===== src/sv/ph_sample_filter_and_calibration_assert.svh =====
// Assertion macros shared by the pH sample filter and calibration block.
`ifndef PH_SAMPLE_FILTER_AND_CALIBRATION_ASSERT_SVH
`define PH_SAMPLE_FILTER_AND_CALIBRATION_ASSERT_SVH

// Same-cycle implication, checked on every rising clock edge outside reset.
`define PSFC_ASSERT_IMP(lbl, clk, rst, ante, cons) \
   lbl: assert property (@(posedge clk) disable iff (rst) (ante) |-> (cons)) \
      else $error("ph filter: same-cycle check failed");

// Next-cycle implication, checked on every rising clock edge outside reset.
`define PSFC_ASSERT_NXT(lbl, clk, rst, ante, cons) \
   lbl: assert property (@(posedge clk) disable iff (rst) (ante) |=> (cons)) \
      else $error("ph filter: next-cycle check failed");

`endif


===== src/sv/ph_sfc_pkg.sv =====
// Constants, register indexes and curve codes of the pH sample filter and calibration block.
package ph_sfc_pkg;

   // Block configuration defaults.
   localparam int SAMPLES_PER_BLOCK_DEF = 10;
   localparam bit DIFFERENTIAL_INPUT    = 1'b1;

   // Field widths.
   localparam int ADC_W      = 16;
   localparam int VOLT_W     = 20;
   localparam int PROBE_W    = 21;
   localparam int PH_W       = 16;
   localparam int SLOPE_W    = 24;
   localparam int MODE_W     = 2;
   localparam int CSR_IDX_W  = 3;
   localparam int CSR_DATA_W = 24;

   // Serial multiplier: magnitude of the voltage difference times three times the slope magnitude.
   localparam int MAG_W    = VOLT_W + 1;
   localparam int MCAND_W  = SLOPE_W + 2;
   localparam int PROD_W   = MAG_W + MCAND_W;

   // The curve divides by 4096000 = 2^15 * 125, rounding to nearest.
   localparam int CURVE_SHIFT   = 15;
   localparam int CURVE_ROUND   = 2048000;
   localparam int CURVE_DIVISOR = 125;
   localparam int CURVE_Q_W     = PROD_W - CURVE_SHIFT;

   // Shared serial divider divisor width (covers 125 and the block length).
   localparam int DSOR_W = 7;

   // Adaptive smoothing: 3/10 on a large step, 2/25 otherwise.
   localparam int SMOOTH_FAST_DIV   = 10;
   localparam int SMOOTH_FAST_ROUND = 5;
   localparam int SMOOTH_SLOW_DIV   = 25;
   localparam int SMOOTH_SLOW_ROUND = 12;

   // pH values in Q4.12.
   localparam logic [PH_W-1:0] PH_SEVEN      = 16'd28672;
   localparam logic [PH_W-1:0] PH_MAX        = 16'd57344;
   localparam logic [PH_W-1:0] PH_STEP_LIMIT = 16'd2048;

   localparam logic signed [ADC_W-1:0]   ADC_POS_MAX = 16'sd32767;
   localparam logic signed [SLOPE_W-1:0] SLOPE_RESET = 24'sd278004;

   // Configuration register indexes.
   localparam logic [CSR_IDX_W-1:0] REG_CURVE_MODE      = 3'd0;
   localparam logic [CSR_IDX_W-1:0] REG_CURVE_VALID     = 3'd1;
   localparam logic [CSR_IDX_W-1:0] REG_NEUTRAL_VOLTAGE = 3'd2;
   localparam logic [CSR_IDX_W-1:0] REG_SINGLE_SLOPE    = 3'd3;
   localparam logic [CSR_IDX_W-1:0] REG_ACID_SLOPE      = 3'd4;
   localparam logic [CSR_IDX_W-1:0] REG_BASE_SLOPE      = 3'd5;
   localparam logic [CSR_IDX_W-1:0] REG_THEORY_OFFSET   = 3'd6;
   localparam logic [CSR_IDX_W-1:0] REG_THEORY_SLOPE    = 3'd7;

   // Curve selection codes.
   localparam logic [MODE_W-1:0] MODE_THEORY      = 2'd0;
   localparam logic [MODE_W-1:0] MODE_TWO_POINT   = 2'd1;
   localparam logic [MODE_W-1:0] MODE_THREE_POINT = 2'd2;
   localparam logic [MODE_W-1:0] MODE_FIXED       = 2'd3;

endpackage


===== src/sv/ph_sample_filter_and_calibration.sv =====
// Top level of the pH sample filter and calibration block.
//
// Each request carries one converter code. Codes that do not close a block are taken one per
// cycle. The request that closes a block of SAMPLES_PER_BLOCK codes holds req_stall high while
// one shared bit-serial divider (one quotient bit per cycle) and a bit-serial shift-add
// multiplier work the result: three divider passes (block average, curve, smoothing), the
// multiply and six further steps (median, multiplier load, curve load, pH, smoothing load,
// output); the output step also waits for the previous result to be taken. Results leave
// through an output register; one result per block.
module ph_sample_filter_and_calibration #(
   parameter int SAMPLES_PER_BLOCK = ph_sfc_pkg::SAMPLES_PER_BLOCK_DEF
) (
   input  logic                                       clock,
   input  logic                                       reset,
   input  logic                                       req_valid,
   output logic                                       req_stall,
   input  logic signed [ph_sfc_pkg::ADC_W-1:0]        req_adc_code,
   output logic                                       rsp_valid,
   input  logic                                       rsp_stall,
   output logic signed [ph_sfc_pkg::VOLT_W-1:0]       rsp_filtered_voltage,
   output logic signed [ph_sfc_pkg::PROBE_W-1:0]      rsp_probe_voltage,
   output logic        [ph_sfc_pkg::PH_W-1:0]         rsp_ph_instant,
   output logic        [ph_sfc_pkg::PH_W-1:0]         rsp_ph_smoothed,
   input  logic                                       csr_valid,
   output logic                                       csr_ready,
   input  logic        [ph_sfc_pkg::CSR_IDX_W-1:0]    csr_index,
   input  logic        [ph_sfc_pkg::CSR_DATA_W-1:0]   csr_wdata
);
   import ph_sfc_pkg::*;

   localparam int CNT_W  = (SAMPLES_PER_BLOCK > 1) ? $clog2(SAMPLES_PER_BLOCK) : 1;
   localparam int SUM_W  = ADC_W + $clog2(SAMPLES_PER_BLOCK);
   localparam int DIV_W  = SUM_W + 5;
   localparam int DQ_W   = (DIV_W > CURVE_Q_W) ? DIV_W : CURVE_Q_W;
   localparam int STEP_W = $clog2(DQ_W);
   localparam int HALF_N = SAMPLES_PER_BLOCK / 2;

   // Sequencer states.
   localparam logic [3:0] S_IDLE = 4'd0;
   localparam logic [3:0] S_DIVV = 4'd1;
   localparam logic [3:0] S_MED  = 4'd2;
   localparam logic [3:0] S_PREP = 4'd3;
   localparam logic [3:0] S_MUL  = 4'd4;
   localparam logic [3:0] S_CURV = 4'd5;
   localparam logic [3:0] S_DIVP = 4'd6;
   localparam logic [3:0] S_PH   = 4'd7;
   localparam logic [3:0] S_SMTH = 4'd8;
   localparam logic [3:0] S_DIVS = 4'd9;
   localparam logic [3:0] S_OUT  = 4'd10;

   // Configuration registers.
   logic [MODE_W-1:0]         mode_ff, mode_in;
   logic                      cvalid_ff, cvalid_in;
   logic signed [VOLT_W-1:0]  neutral_ff, neutral_in;
   logic signed [SLOPE_W-1:0] single_ff, single_in;
   logic signed [SLOPE_W-1:0] acid_ff, acid_in;
   logic signed [SLOPE_W-1:0] base_ff, base_in;
   logic signed [VOLT_W-1:0]  toff_ff, toff_in;
   logic signed [SLOPE_W-1:0] tslope_ff, tslope_in;

   // Sequencer, accumulator and filter state.
   logic [3:0]                state_ff, state_in;
   logic signed [SUM_W-1:0]   sum_ff, sum_in;
   logic [CNT_W-1:0]          count_ff, count_in;
   logic signed [VOLT_W-1:0]  hist_ff [3];
   logic signed [VOLT_W-1:0]  hist_in [3];
   logic [1:0]                hptr_ff, hptr_in;
   logic [1:0]                hfill_ff, hfill_in;
   logic                      first_ff, first_in;
   logic [PH_W-1:0]           smooth_ff, smooth_in;

   // Datapath working registers.
   logic [DQ_W-1:0]           dq_ff, dq_in;
   logic [DSOR_W-1:0]         rem_ff, rem_in;
   logic [DSOR_W-1:0]         dsor_ff, dsor_in;
   logic [STEP_W-1:0]         step_ff, step_in;
   logic                      neg_ff, neg_in;
   logic signed [VOLT_W-1:0]  filt_ff, filt_in;
   logic [MCAND_W-1:0]        mcand_ff, mcand_in;
   logic [PROD_W-1:0]         prod_ff, prod_in;
   logic [PH_W-1:0]           ph_ff, ph_in;

   // Output register.
   logic                      rsp_valid_ff, rsp_valid_in;
   logic signed [VOLT_W-1:0]  rsp_filt_ff, rsp_filt_in;
   logic signed [PROBE_W-1:0] rsp_probe_ff, rsp_probe_in;
   logic [PH_W-1:0]           rsp_phi_ff, rsp_phi_in;
   logic [PH_W-1:0]           rsp_phs_ff, rsp_phs_in;

   // Combinational helpers.
   logic signed [ADC_W:0]     code_neg;
   logic signed [ADC_W-1:0]   code_diff;
   logic signed [ADC_W-1:0]   code_use;
   logic signed [SUM_W-1:0]   sum_add;
   logic [SUM_W-1:0]          sum_mag;
   logic                      req_take;
   logic                      block_end;
   logic [DSOR_W:0]           div_sh;
   logic                      div_ge;
   logic [DSOR_W-1:0]         div_rem;
   logic [VOLT_W-1:0]         vq;
   logic signed [VOLT_W-1:0]  vblk;
   logic                      use_cal;
   logic signed [VOLT_W-1:0]  v0;
   logic signed [SLOPE_W-1:0] slope_sel;
   logic signed [MAG_W-1:0]   vdiff;
   logic [MAG_W-1:0]          vdiff_mag;
   logic [SLOPE_W-1:0]        slope_mag;
   logic [MCAND_W:0]          mul_sum;
   logic [PROD_W-1:0]         curve_num;
   logic signed [PH_W:0]      dsm;
   logic [PH_W-1:0]           dmag;
   logic                      dbig;
   logic [PH_W+1:0]           sm_load;
   logic [PH_W-1:0]           sq;
   logic [MAG_W-1:0]          fmag;
   logic [MAG_W+1:0]          p3;
   logic [MAG_W+1:0]          p3r;
   logic [PROBE_W-1:0]        phalf;
   logic                      out_free;

   // Median of three signed values.
   function automatic logic signed [VOLT_W-1:0] med3(
      input logic signed [VOLT_W-1:0] a,
      input logic signed [VOLT_W-1:0] b,
      input logic signed [VOLT_W-1:0] c
   );
      logic signed [VOLT_W-1:0] lo;
      logic signed [VOLT_W-1:0] hi;
      logic signed [VOLT_W-1:0] mid;
      lo  = (a < b) ? a : b;
      hi  = (a < b) ? b : a;
      mid = (hi < c) ? hi : c;
      return (lo > mid) ? lo : mid;
   endfunction

   assign req_stall = (state_ff != S_IDLE);
   assign csr_ready = 1'b1;
   assign rsp_valid = rsp_valid_ff;
   assign rsp_filtered_voltage = rsp_filt_ff;
   assign rsp_probe_voltage    = rsp_probe_ff;
   assign rsp_ph_instant       = rsp_phi_ff;
   assign rsp_ph_smoothed      = rsp_phs_ff;

   // Input conditioning: differential inputs are negated and clamped to the positive range.
   assign code_neg  = -{req_adc_code[ADC_W-1], req_adc_code};
   assign code_diff = code_neg[ADC_W] ? '0 :
                      (code_neg[ADC_W-1] ? ADC_POS_MAX : code_neg[ADC_W-1:0]);
   assign code_use  = DIFFERENTIAL_INPUT ? code_diff : req_adc_code;
   assign sum_add   = sum_ff + SUM_W'(code_use);
   assign sum_mag   = sum_add[SUM_W-1] ? SUM_W'(-sum_add) : SUM_W'(sum_add);
   assign req_take  = req_valid && !req_stall;
   assign block_end = (count_ff == CNT_W'(SAMPLES_PER_BLOCK - 1));

   // One restoring division step: one quotient bit per cycle.
   assign div_sh  = {rem_ff, dq_ff[DQ_W-1]};
   assign div_ge  = (div_sh >= {1'b0, dsor_ff});
   assign div_rem = div_ge ? DSOR_W'(div_sh - {1'b0, dsor_ff}) : div_sh[DSOR_W-1:0];

   // Block voltage from the unsigned quotient and the saved sign.
   assign vq   = dq_ff[VOLT_W-1:0];
   assign vblk = neg_ff ? -$signed(vq) : $signed(vq);

   // Curve selection; missing calibration falls back to the theoretical curve.
   assign use_cal = cvalid_ff && (mode_ff == MODE_TWO_POINT || mode_ff == MODE_THREE_POINT);
   assign v0      = use_cal ? neutral_ff : toff_ff;
   always_comb begin
      slope_sel = tslope_ff;
      if (use_cal) begin
         if (mode_ff == MODE_TWO_POINT) begin
            slope_sel = single_ff;
         end else begin
            slope_sel = (filt_ff >= neutral_ff) ? acid_ff : base_ff;
         end
      end
   end
   assign vdiff     = {v0[VOLT_W-1], v0} - {filt_ff[VOLT_W-1], filt_ff};
   assign vdiff_mag = vdiff[MAG_W-1] ? MAG_W'(-vdiff) : MAG_W'(vdiff);
   assign slope_mag = slope_sel[SLOPE_W-1] ? SLOPE_W'(-slope_sel) : SLOPE_W'(slope_sel);

   // One shift-add multiply step on the low bit of the multiplier.
   assign mul_sum   = {1'b0, prod_ff[PROD_W-1:MAG_W]} +
                      (prod_ff[0] ? {1'b0, mcand_ff} : '0);
   assign curve_num = prod_ff + PROD_W'(CURVE_ROUND);

   // Smoothing step size and its rounded division operand.
   assign dsm     = $signed({1'b0, ph_ff}) - $signed({1'b0, smooth_ff});
   assign dmag    = dsm[PH_W] ? PH_W'(-dsm) : PH_W'(dsm);
   assign dbig    = (dmag > PH_STEP_LIMIT);
   assign sm_load = dbig ? ({2'b0, dmag} + {1'b0, dmag, 1'b0} + (PH_W+2)'(SMOOTH_FAST_ROUND))
                         : ({1'b0, dmag, 1'b0} + (PH_W+2)'(SMOOTH_SLOW_ROUND));
   assign sq      = dq_ff[PH_W-1:0];

   // Probe voltage: filtered voltage times 3/2, rounded away from zero on ties.
   assign fmag  = filt_ff[VOLT_W-1] ? MAG_W'(-{filt_ff[VOLT_W-1], filt_ff})
                                    : MAG_W'({1'b0, filt_ff});
   assign p3    = {2'b0, fmag} + {1'b0, fmag, 1'b0};
   assign p3r   = p3 + (MAG_W+2)'(1);
   assign phalf = PROBE_W'(p3r[MAG_W+1:1]);

   assign out_free = !rsp_valid_ff || !rsp_stall;

   // Next-state logic of the sequencer and datapath.
   always_comb begin
      mode_in    = mode_ff;
      cvalid_in  = cvalid_ff;
      neutral_in = neutral_ff;
      single_in  = single_ff;
      acid_in    = acid_ff;
      base_in    = base_ff;
      toff_in    = toff_ff;
      tslope_in  = tslope_ff;
      state_in   = state_ff;
      sum_in     = sum_ff;
      count_in   = count_ff;
      for (int i = 0; i < 3; i++) begin
         hist_in[i] = hist_ff[i];
      end
      hptr_in    = hptr_ff;
      hfill_in   = hfill_ff;
      first_in   = first_ff;
      smooth_in  = smooth_ff;
      dq_in      = dq_ff;
      rem_in     = rem_ff;
      dsor_in    = dsor_ff;
      step_in    = step_ff;
      neg_in     = neg_ff;
      filt_in    = filt_ff;
      mcand_in   = mcand_ff;
      prod_in    = prod_ff;
      ph_in      = ph_ff;
      rsp_valid_in = rsp_valid_ff && rsp_stall;
      rsp_filt_in  = rsp_filt_ff;
      rsp_probe_in = rsp_probe_ff;
      rsp_phi_in   = rsp_phi_ff;
      rsp_phs_in   = rsp_phs_ff;

      // Configuration writes; the port is always ready.
      if (csr_valid && csr_ready) begin
         case (csr_index)
            REG_CURVE_MODE:      mode_in    = csr_wdata[MODE_W-1:0];
            REG_CURVE_VALID:     cvalid_in  = csr_wdata[0];
            REG_NEUTRAL_VOLTAGE: neutral_in = $signed(csr_wdata[VOLT_W-1:0]);
            REG_SINGLE_SLOPE:    single_in  = $signed(csr_wdata[SLOPE_W-1:0]);
            REG_ACID_SLOPE:      acid_in    = $signed(csr_wdata[SLOPE_W-1:0]);
            REG_BASE_SLOPE:      base_in    = $signed(csr_wdata[SLOPE_W-1:0]);
            REG_THEORY_OFFSET:   toff_in    = $signed(csr_wdata[VOLT_W-1:0]);
            REG_THEORY_SLOPE:    tslope_in  = $signed(csr_wdata[SLOPE_W-1:0]);
            default: ;
         endcase
      end

      case (state_ff)
         // Accumulate codes; the last code of a block starts the average division.
         S_IDLE: begin
            if (req_take) begin
               if (block_end) begin
                  sum_in   = '0;
                  count_in = '0;
                  neg_in   = sum_add[SUM_W-1];
                  dq_in    = DQ_W'({sum_mag, 4'b0}) + DQ_W'(HALF_N);
                  rem_in   = '0;
                  dsor_in  = DSOR_W'(SAMPLES_PER_BLOCK);
                  step_in  = STEP_W'(DQ_W - 1);
                  state_in = S_DIVV;
               end else begin
                  sum_in   = sum_add;
                  count_in = count_ff + CNT_W'(1);
               end
            end
         end

         // Divider passes share one step; each leads to its own follow-up state.
         S_DIVV, S_DIVP, S_DIVS: begin
            dq_in  = {dq_ff[DQ_W-2:0], div_ge};
            rem_in = div_rem;
            if (step_ff == '0) begin
               case (state_ff)
                  S_DIVV:  state_in = S_MED;
                  S_DIVP:  state_in = S_PH;
                  default: state_in = S_OUT;
               endcase
            end else begin
               step_in = step_ff - STEP_W'(1);
            end
         end

         // Store the block voltage and take the median once three values are held.
         S_MED: begin
            for (int i = 0; i < 3; i++) begin
               if (hptr_ff == 2'(i)) begin
                  hist_in[i] = vblk;
               end
            end
            hptr_in  = (hptr_ff == 2'd2) ? 2'd0 : hptr_ff + 2'd1;
            hfill_in = (hfill_ff == 2'd3) ? 2'd3 : hfill_ff + 2'd1;
            filt_in  = (hfill_in == 2'd3) ? med3(hist_in[0], hist_in[1], hist_in[2]) : vblk;
            state_in = S_PREP;
         end

         // Load the multiplier with |V0 - V| and three times |slope|.
         S_PREP: begin
            neg_in   = vdiff[MAG_W-1] ^ slope_sel[SLOPE_W-1];
            mcand_in = {2'b0, slope_mag} + {1'b0, slope_mag, 1'b0};
            prod_in  = {{MCAND_W{1'b0}}, vdiff_mag};
            step_in  = STEP_W'(MAG_W - 1);
            state_in = S_MUL;
         end

         S_MUL: begin
            prod_in = {mul_sum, prod_ff[MAG_W-1:1]};
            if (step_ff == '0) begin
               state_in = S_CURV;
            end else begin
               step_in = step_ff - STEP_W'(1);
            end
         end

         // Round, drop the power-of-two part and divide the rest by 125.
         S_CURV: begin
            dq_in    = DQ_W'(curve_num[PROD_W-1:CURVE_SHIFT]);
            rem_in   = '0;
            dsor_in  = DSOR_W'(CURVE_DIVISOR);
            step_in  = STEP_W'(DQ_W - 1);
            state_in = S_DIVP;
         end

         // Offset from pH 7 and clamp to the 0..14 range; fixed mode always gives pH 7.
         S_PH: begin
            if (mode_ff == MODE_FIXED) begin
               ph_in = PH_SEVEN;
            end else if (dq_ff >= DQ_W'(PH_SEVEN)) begin
               ph_in = neg_ff ? '0 : PH_MAX;
            end else begin
               ph_in = neg_ff ? PH_SEVEN - dq_ff[PH_W-1:0] : PH_SEVEN + dq_ff[PH_W-1:0];
            end
            state_in = S_SMTH;
         end

         // Choose the fast or slow smoothing factor from the step size.
         S_SMTH: begin
            neg_in   = dsm[PH_W];
            dq_in    = DQ_W'(sm_load);
            rem_in   = '0;
            dsor_in  = dbig ? DSOR_W'(SMOOTH_FAST_DIV) : DSOR_W'(SMOOTH_SLOW_DIV);
            step_in  = STEP_W'(DQ_W - 1);
            state_in = S_DIVS;
         end

         // Publish once the output register is free.
         S_OUT: begin
            if (out_free) begin
               if (first_ff) begin
                  smooth_in = ph_ff;
               end else begin
                  smooth_in = neg_ff ? smooth_ff - sq : smooth_ff + sq;
               end
               first_in     = 1'b0;
               rsp_valid_in = 1'b1;
               rsp_filt_in  = filt_ff;
               rsp_probe_in = filt_ff[VOLT_W-1] ? -$signed(phalf) : $signed(phalf);
               rsp_phi_in   = ph_ff;
               rsp_phs_in   = smooth_in;
               state_in     = S_IDLE;
            end
         end

         default: state_in = S_IDLE;
      endcase
   end

   // Control and configuration registers.
   always_ff @(posedge clock) begin
      if (reset) begin
         mode_ff      <= MODE_THEORY;
         cvalid_ff    <= 1'b0;
         neutral_ff   <= '0;
         single_ff    <= SLOPE_RESET;
         acid_ff      <= SLOPE_RESET;
         base_ff      <= SLOPE_RESET;
         toff_ff      <= '0;
         tslope_ff    <= SLOPE_RESET;
         state_ff     <= S_IDLE;
         sum_ff       <= '0;
         count_ff     <= '0;
         hptr_ff      <= '0;
         hfill_ff     <= '0;
         first_ff     <= 1'b1;
         smooth_ff    <= '0;
         rsp_valid_ff <= 1'b0;
      end else begin
         mode_ff      <= mode_in;
         cvalid_ff    <= cvalid_in;
         neutral_ff   <= neutral_in;
         single_ff    <= single_in;
         acid_ff      <= acid_in;
         base_ff      <= base_in;
         toff_ff      <= toff_in;
         tslope_ff    <= tslope_in;
         state_ff     <= state_in;
         sum_ff       <= sum_in;
         count_ff     <= count_in;
         hptr_ff      <= hptr_in;
         hfill_ff     <= hfill_in;
         first_ff     <= first_in;
         smooth_ff    <= smooth_in;
         rsp_valid_ff <= rsp_valid_in;
      end
   end

   // Payload and working registers.
   always_ff @(posedge clock) begin
      for (int i = 0; i < 3; i++) begin
         hist_ff[i] <= hist_in[i];
      end
      dq_ff        <= dq_in;
      rem_ff       <= rem_in;
      dsor_ff      <= dsor_in;
      step_ff      <= step_in;
      neg_ff       <= neg_in;
      filt_ff      <= filt_in;
      mcand_ff     <= mcand_in;
      prod_ff      <= prod_in;
      ph_ff        <= ph_in;
      rsp_filt_ff  <= rsp_filt_in;
      rsp_probe_ff <= rsp_probe_in;
      rsp_phi_ff   <= rsp_phi_in;
      rsp_phs_ff   <= rsp_phs_in;
   end

`include "ph_sample_filter_and_calibration_assert.svh"

   // Both published pH values stay inside 0..14 pH.
   `PSFC_ASSERT_IMP(a_ph_range, clock, reset, rsp_valid_ff, rsp_phi_ff <= PH_MAX && rsp_phs_ff <= PH_MAX)

   // Until the median window is full, the write pointer tracks the fill count.
   `PSFC_ASSERT_IMP(a_hist_fill, clock, reset, hfill_ff != 2'd3, hptr_ff == hfill_ff)

   // The request that closes a block starts the average division and clears the count.
   `PSFC_ASSERT_NXT(a_block_end, clock, reset, req_take && block_end, state_ff == S_DIVV && count_ff == '0)

endmodule

===== config.mk =====
export PLATFORM = sky130hd
export DESIGN_NAME = ph_sample_filter_and_calibration
export DESIGN_NICKNAME = d
export VERILOG_FILES = /design/src/sv/ph_sfc_pkg.sv /design/src/sv/ph_sample_filter_and_calibration.sv
export VERILOG_INCLUDE_DIRS = /design/src /design/src/sv
export SDC_FILE = /design/constraint.sdc
export NUM_CORES = 2
export LEC_CHECK = 0
export BUFFER_PORTS_ARGS = -buffer_cell sky130_fd_sc_hd__buf_2
export CAP_MARGIN = 40
export CORE_UTILIZATION = 65
export DETAILED_ROUTE_END_ITERATION = 10
export PLACE_DENSITY = 0.89
export SETUP_SLACK_MARGIN = 0.4
export SKIP_CTS_REPAIR_TIMING = 1
export SLEW_MARGIN = 20
export SYNTH_ARGS = -nofsm -noshare
export SYNTH_HDL_FRONTEND = slang
export SYNTH_SLANG_ARGS = --single-unit

===== constraint.sdc =====
create_clock -name clock -period 17.9 [get_ports clock]
set_input_delay 0.895 -clock clock [delete_from_list [all_inputs] [get_ports clock]]
set_output_delay 0.895 -clock clock [all_outputs]
set_load 0.05 [all_outputs]

Yosys cells after proc, flatten, opt, wreduce, memory -nomap -nowiden
Memories as Yosys holds them, arrays and structs flattened.
Index checks and enable logic that the tools add are counted.
- register bits after elaboration: 423
- bits in writable memories: 60
- input bits: 48
- output and inout bits: 76
- word-level logic and storage cells: 200
- memories kept: 1
- add/sub/neg operators: 29
- order comparisons: 7
- equal/unequal tests: 31
- muxes and demuxes: 64
- bitwise gates (word level): 1
- reductions and logical operators: 38
- memories (name ; depth ; width ; rd ports ; clocked after Yosys merged registers in ; write ports ; RTL line ; source):
    hist_ff ; 3 ; 20 ; 3 ; 0 ; 3 ; ph_sample_filter_and_calibration.sv:65 ; logic signed [VOLT_W-1:0] hist_ff [3];
- operator list (operator ; count):
    $mux 20 ; 15
    $pmux 32 s4 ; 1
    $mux 16 ; 6
    $mux 24 ; 4
    $pmux 47 s2 ; 1
    $mux 32 ; 2
    $mux 21 ; 3
    $neg 21->21 ; 3
    $mux 60 ; 1
    $add 47x21->47 const B ; 1
    $pmux 7 s3 ; 2
    $lt 20x20->1 ; 2
    $neg 20->20 ; 2
    $pmux 4 s9 ; 1
    $mux 7 ; 5
    $ge 32x15->1 const B ; 1
    $mux 15 ; 2
    $add 26x26->27 ; 1
    $add 24x25->26 ; 1
    $mux 26 ; 1
    $add 24x3->25 const B ; 1
    $mux 4 ; 6
    $neg 24->24 ; 1
    $add 21x22->22 ; 1
    56 further kinds ; 106

Longest topological paths before layout
- depth in word-level cells: 11
- gate-level depth with buffers: 50
- mapped depth without buffers: 46

Least setup slack after synthesis
No wires, ideal clock.
- path type: register to register
- start point: register hptr_ff[1]
- end point: register filt_ff[12] (data pin)
- setup time: 0.267 ns
- arrival: 9.290 ns
- required time: 17.633 ns
- slack: 8.344 ns
- stages on the path, launching flop included: 48
- buffers on the path: 9
- period minus slack after synthesis: 9.556 ns
- path through: dfxtp_1 -> clkbuf_1 -> nand2b_1 -> clkbuf_1 -> clkbuf_1 -> buf_1 -> clkbuf_1 -> a21oi_1 -> ha_1 -> o21a_1 -> o21ai_0 -> a22oi_1 -> nor3b_1 -> o311ai_0 -> o2111ai_1 -> a211oi_2 -> a21oi_1 -> a211oi_4 -> [12 not listed] -> buf_1 -> a21oi_4 -> buf_4 -> mux2i_1 -> ha_1 -> a21o_1 -> a21o_1 -> a21o_1 -> a21o_1 -> a21o_1 -> a21o_1 -> a21oi_1 -> o31ai_1 -> mux2i_1 -> a21oi_1 -> nor2_1 -> clkbuf_1 -> a21oi_1
- word-level cells in the longest chain between the ends: 10
- elaborated cells between the ends (all ways): 17
- RTL lines (element ; RTL line ; source):
    from (decl) ; ph_sample_filter_and_calibration.sv:67 ; logic [1:0] hptr_ff, hptr_in;
    from (signal assigned) ; ph_sample_filter_and_calibration.sv:403 ; hptr_ff <= hptr_in;
    $eq 2x1->1 or $logic_not 2->1 (tied branches) ; ph_sample_filter_and_calibration.sv:291 ; if (hptr_ff == 2'(i)) begin
    $mux 20 ; ph_sample_filter_and_calibration.sv:291 ;
    $mux 20 ; ph_sample_filter_and_calibration.sv:253 ; case (state_ff)
    $lt 20x20->1 ; ph_sample_filter_and_calibration.sv:131, ph_sample_filter_and_calibration.sv:132 ;
    $mux 20 ; ph_sample_filter_and_calibration.sv:132 ; hi = (a < b) ? b : a;
    $lt 20x20->1 ; ph_sample_filter_and_calibration.sv:133 ; mid = (hi < c) ? hi : c;
    $mux 20 ; ph_sample_filter_and_calibration.sv:133 ;
    $gt 20x20->1 ; ph_sample_filter_and_calibration.sv:134 ; return (lo > mid) ? lo : mid;
    $mux 20 (*) ; ph_sample_filter_and_calibration.sv:134 ;
    $mux 20 (*) ; ph_sample_filter_and_calibration.sv:297 ; filt_in = (hfill_in == 2'd3) ? med3(hist_in[0], hist_in[1], hist_in[2]) : vblk;
    to (signal assigned) ; ph_sample_filter_and_calibration.sv:421 ; filt_ff <= filt_in;
    to (decl) ; ph_sample_filter_and_calibration.sv:78 ; logic signed [VOLT_W-1:0] filt_ff, filt_in;
Every way passes the cells marked *; elsewhere a longest branch is shown, timed or not. The select of a mux whose other input is x is not followed.
A chain may end at the register's enable or synchronous reset.

Worst setup path after layout
- start point: register dq_ff[0]
- end point: register filt_ff[16] (data pin)
- word-level cells in the longest chain between the ends: 11
- elaborated cells between the ends (all ways): 16
- RTL lines (element ; RTL line ; source):
    from (decl) ; ph_sample_filter_and_calibration.sv:73 ; logic [DQ_W-1:0] dq_ff, dq_in;
    from (signal assigned) ; ph_sample_filter_and_calibration.sv:416 ; dq_ff <= dq_in;
    $neg 20->20 ; ph_sample_filter_and_calibration.sv:162 ; assign vblk = neg_ff ? -$signed(vq) : $signed(vq);
    $mux 20 (*) ; ph_sample_filter_and_calibration.sv:162 ;
    $mux 20 ; ph_sample_filter_and_calibration.sv:291 ;
    $mux 20 ; ph_sample_filter_and_calibration.sv:253 ;
    $lt 20x20->1 ; ph_sample_filter_and_calibration.sv:131, ph_sample_filter_and_calibration.sv:132 ;
    $mux 20 ; ph_sample_filter_and_calibration.sv:132 ;
    $lt 20x20->1 ; ph_sample_filter_and_calibration.sv:133 ;
    $mux 20 ; ph_sample_filter_and_calibration.sv:133 ;
    $gt 20x20->1 ; ph_sample_filter_and_calibration.sv:134 ;
    $mux 20 ; ph_sample_filter_and_calibration.sv:134 ;
    $mux 20 (*) ; ph_sample_filter_and_calibration.sv:297 ;
Marks and branches as above.

==> out/qor.csv <==
stage,metric,value,unit
outcome,status,finished clean,
die,die_area,53750,um2
die,io_pins,124,
setup_path,worstPathMaxFanout,22,
sta,fin_setup_tns,0,ps
worst_hold_path,worstHoldStart,acid_ff[21],
global_routing,antenna_found_initial,1,
global_routing,grt_pass1_wl,152.4,mm
sta,hold_viol_final,0,
routing,via_per_inst,6.422,
logic_synthesis,synth_cell_type_count,97,
logic_synthesis,ys_ff_latch,479,
global_routing,overflow,0,
sta,min_period_over_period,0.6206,
setup_path,critPathLaunch,dq_ff[0],
routing,finalWirelength,98.20,mm
place,portBuffers,122,
sta,finalCriticalPeriod,11110,ps
cells_and_area,num-fill-cells,3738,
power_and_ir_drop,clkPwrFrac,0.328,
clocking,clk_latency,630,ps
logic_synthesis,synth-simple-area-share,0.1994,
routing,antenna_left,0,
clocking,htreeDepth,2,
place,gp_congestion,0.9733,
setup_path,r2r_start,dq_ff[0],
logic_synthesis,synth_area_per_cell,8.569,um2
cells_and_area,drive_gt1_frac,0.08374,
setup_path,cp.required,18350,ps
clocking,clk_pin_slew,60,ps
cells_and_area,area_growth,9.044,%
power_and_ir_drop,p_seq_frac,0.400,
logic_synthesis,synthesis.nets,4331,
setup_path,path_class,reg2reg,
power_and_ir_drop,combPwrFrac,0.272,
routing,drt-pass1-iter-count,8,
sta,fmaxAchievable,90.02,MHz
flow_run,cap_viol_max_count,0,
logic_synthesis,synthTopCellsByCount,"nand2_1, a21oi_1, nor2_1",
logic_synthesis,synth_fa_ha_area_frac,0.1031,
sta,timing.final.max_slew_violations,0,
logic_synthesis,yosysWarningCount,0,
power_and_ir_drop,power_switching,1.069,mW
cells_and_area,fin_nets,4401,
logic_synthesis,synth.largest_area_cell,edfxtp_1,
logic_synthesis,synth_mux_area_frac,0.02645,
setup_path,critPathSlowestCell,nor4b_2,
sta,hold_ws,452.7,ps
die,die_height,231.8,um
die,initial_core_util,0.6639,
die,die_width,231.8,um
sta,grt_setup_unrepaired,false,
global_routing,grt_pass1_vias,28342,
logic_synthesis,synth_top_family_by_area,simple AND/OR/NAND/NOR gates,
global_routing,grt_use_total,0.3567,
setup_path,start_kind,register,
sta,finalSetupViolations,0,
routing,drt_iter0_drc,3971,
routing,via_count,30834,
logic_synthesis,synth_cells,4007,
logic_synthesis,synth_top_cell_area_share,0.2536,
logic_synthesis,synth.most_common_cell,nand2_1,
setup_path,worst_path_most_repeated_cell,a21o_1,
setup_path,critical-path-max-stage-delay,650,ps
clocking,cts_inserted_buffers,52,
logic_synthesis,synth_area_leaders,"edfxtp_1, dfxtp_1, ha_1",
logic_synthesis,synth-main-ff-cell,edfxtp_1,
die,core_area,51720,um2
sta,slew_headroom,0.3416,
clocking,cts_sinks,479,
clocking,tritoncts,built,
clocking,root_buffer,clkbuf_16,
power_and_ir_drop,p_per_area,86.07,nW/um2
power_and_ir_drop,p_int,2.154,mW
power_and_ir_drop,ir_worst_vdd,0.07702,mV
logic_synthesis,ys_seq_area_frac,0.3638,
power_and_ir_drop,swShare,0.3316,
global_routing,grt_max_degree,68,
sta,tightest_slew,987.5,ps
logic_synthesis,synth-compound-area-share,0.1806,
worst_hold_path,hp-class,reg2reg,
logic_synthesis,netlist_area,34340,um2
sta,skew,38.39,ps
logic_synthesis,synth-edff-count,290,
clocking,cts_max_path_buffers,3,
power_and_ir_drop,p_leak,14.99,nW
setup_path,end_kind,register,
die,placementRows,83,
logic_synthesis,async_flop_share,0,
logic_synthesis,synthXorXnorAreaFrac,0.08126,
place,hpwl,71.57,mm
setup_path,critPathArrivalTime,11560,ps
routing,avgRoutedWirePerCell,20.45,um
routing,drcViolationCount,0,
state kept, by name, summed over array words and instances, names as in the netlist, 21 cells and up:
| name | count |
|---|---|
| acid_ff | 24 |
| base_ff | 24 |
| dq_ff | 32 |
| hist_ff | 60 |
| mcand_ff | 26 |
| prod_ff | 47 |
| rsp_probe_voltage | 21 |
| single_ff | 24 |
| tslope_ff | 24 |
power groups by stage:
| stage | Combinational [mW] | Clock (mW) | Sequential, mW |
|---|---|---|---|
| 2_1_floorplan | 0.619 | 0 | 1.28 |
| 3_3_place_gp | 0.802 | 0 | 1.31 |
| 3_5_place_dp | 0.831 | 0 | 1.31 |
| 4_1_cts | 0.839 | 1.05 | 1.29 |
| 5_1_grt | 0.950 | 1.09 | 1.29 |
| 6_report | 0.878 | 1.06 | 1.29 |
cell type report:
type / instances / area, um2 / share of cell area
clock inverter: 28 / 231.5 / 0.006182
sequential: 479 / 12490 / 0.3336
clock buffer: 69 / 1405 / 0.03753
antenna: 1 / 2.502 / 0.00006683
inverter: 237 / 890.9 / 0.02379
timing repair buffer: 187 / 1247 / 0.03332
tap: 680 / 850.8 / 0.02272
multi-input combinational: 3120 / 20320 / 0.5428
worst paths after layout:
path,endpoint,slack (ps),depth (start not counted)
worst max-delay path,filt_ff[16],6790,47
worst min-delay path,acid_ff[21],450,2
worst max register to register,filt_ff[16],6790,47
worst min register to register,acid_ff[21],450,2
worst max-delay path: cells and delay by family, from the launching register on:
family,cells,cell delay (ps)
compound gates,25,4290
buf+inv,6,1290
flops,1,570
mux,4,1030
xor+xnor,1,550
simple gates,7,1960
fa+ha+maj,4,1230
placed cells by master, fill, tap and decap left out, drive strengths merged, types with 27 or more instances in the layout:
cell type / instances
nand4: 35
nor2b: 40
nor2: 317
a22oi: 27
clkbuf: 70
nand3: 83
edfxtp: 290
buf: 186
xor2: 123
o21a: 31
a211oi: 31
nand2b: 36
a21o: 71
o31ai: 37
and3: 29
dfxtp: 189
o21ai: 249
inv: 237
ha: 267
nor3: 71
mux2i: 66
a31oi: 30
a21oi: 329
and2: 48
nor4: 28
nand2: 580
xnor2: 193
nand3b: 55
or3: 31
stage by stage:
step | cells | setup WS, ps | utilization | total power [mW] | cell area, um2
global placement | 4683 | 7180 | 0.6865 | 2.111 | 35510
detailed placement | 4696 | 6899 | 0.6904 | 2.140 | 35700
finish | 4801 | 6791 | 0.7240 | 3.223 | 37440
floorplan | 4007 | 8344 | - | 1.896 | 34340
CTS | 4793 | 6871 | 0.7220 | 3.180 | 37340
global route | 4800 | 6115 | 0.7239 | 3.338 | 37440
per-layer routing:
metal	share of wire	global-route usage	vias to the layer above
li1	-	-	14480
met1	0.41	0.4867	14390
met2	0.45	0.5587	1691
met3	0.11	0.06938	273
met4	0.037	0.1359	0
met5	0	0	-
cells by family after synthesis:
logic type               count (synthesis)
adder cells (fa/ha/maj)                278
AND/OR/NAND/NOR                       1446
flip-flops                             479
multiplexers                            88
XOR/XNOR                               316
AO/OA/AOI/OAI                          990
other                                    2
buffers and inverters                  408
(Power assumes the default switching activity.)
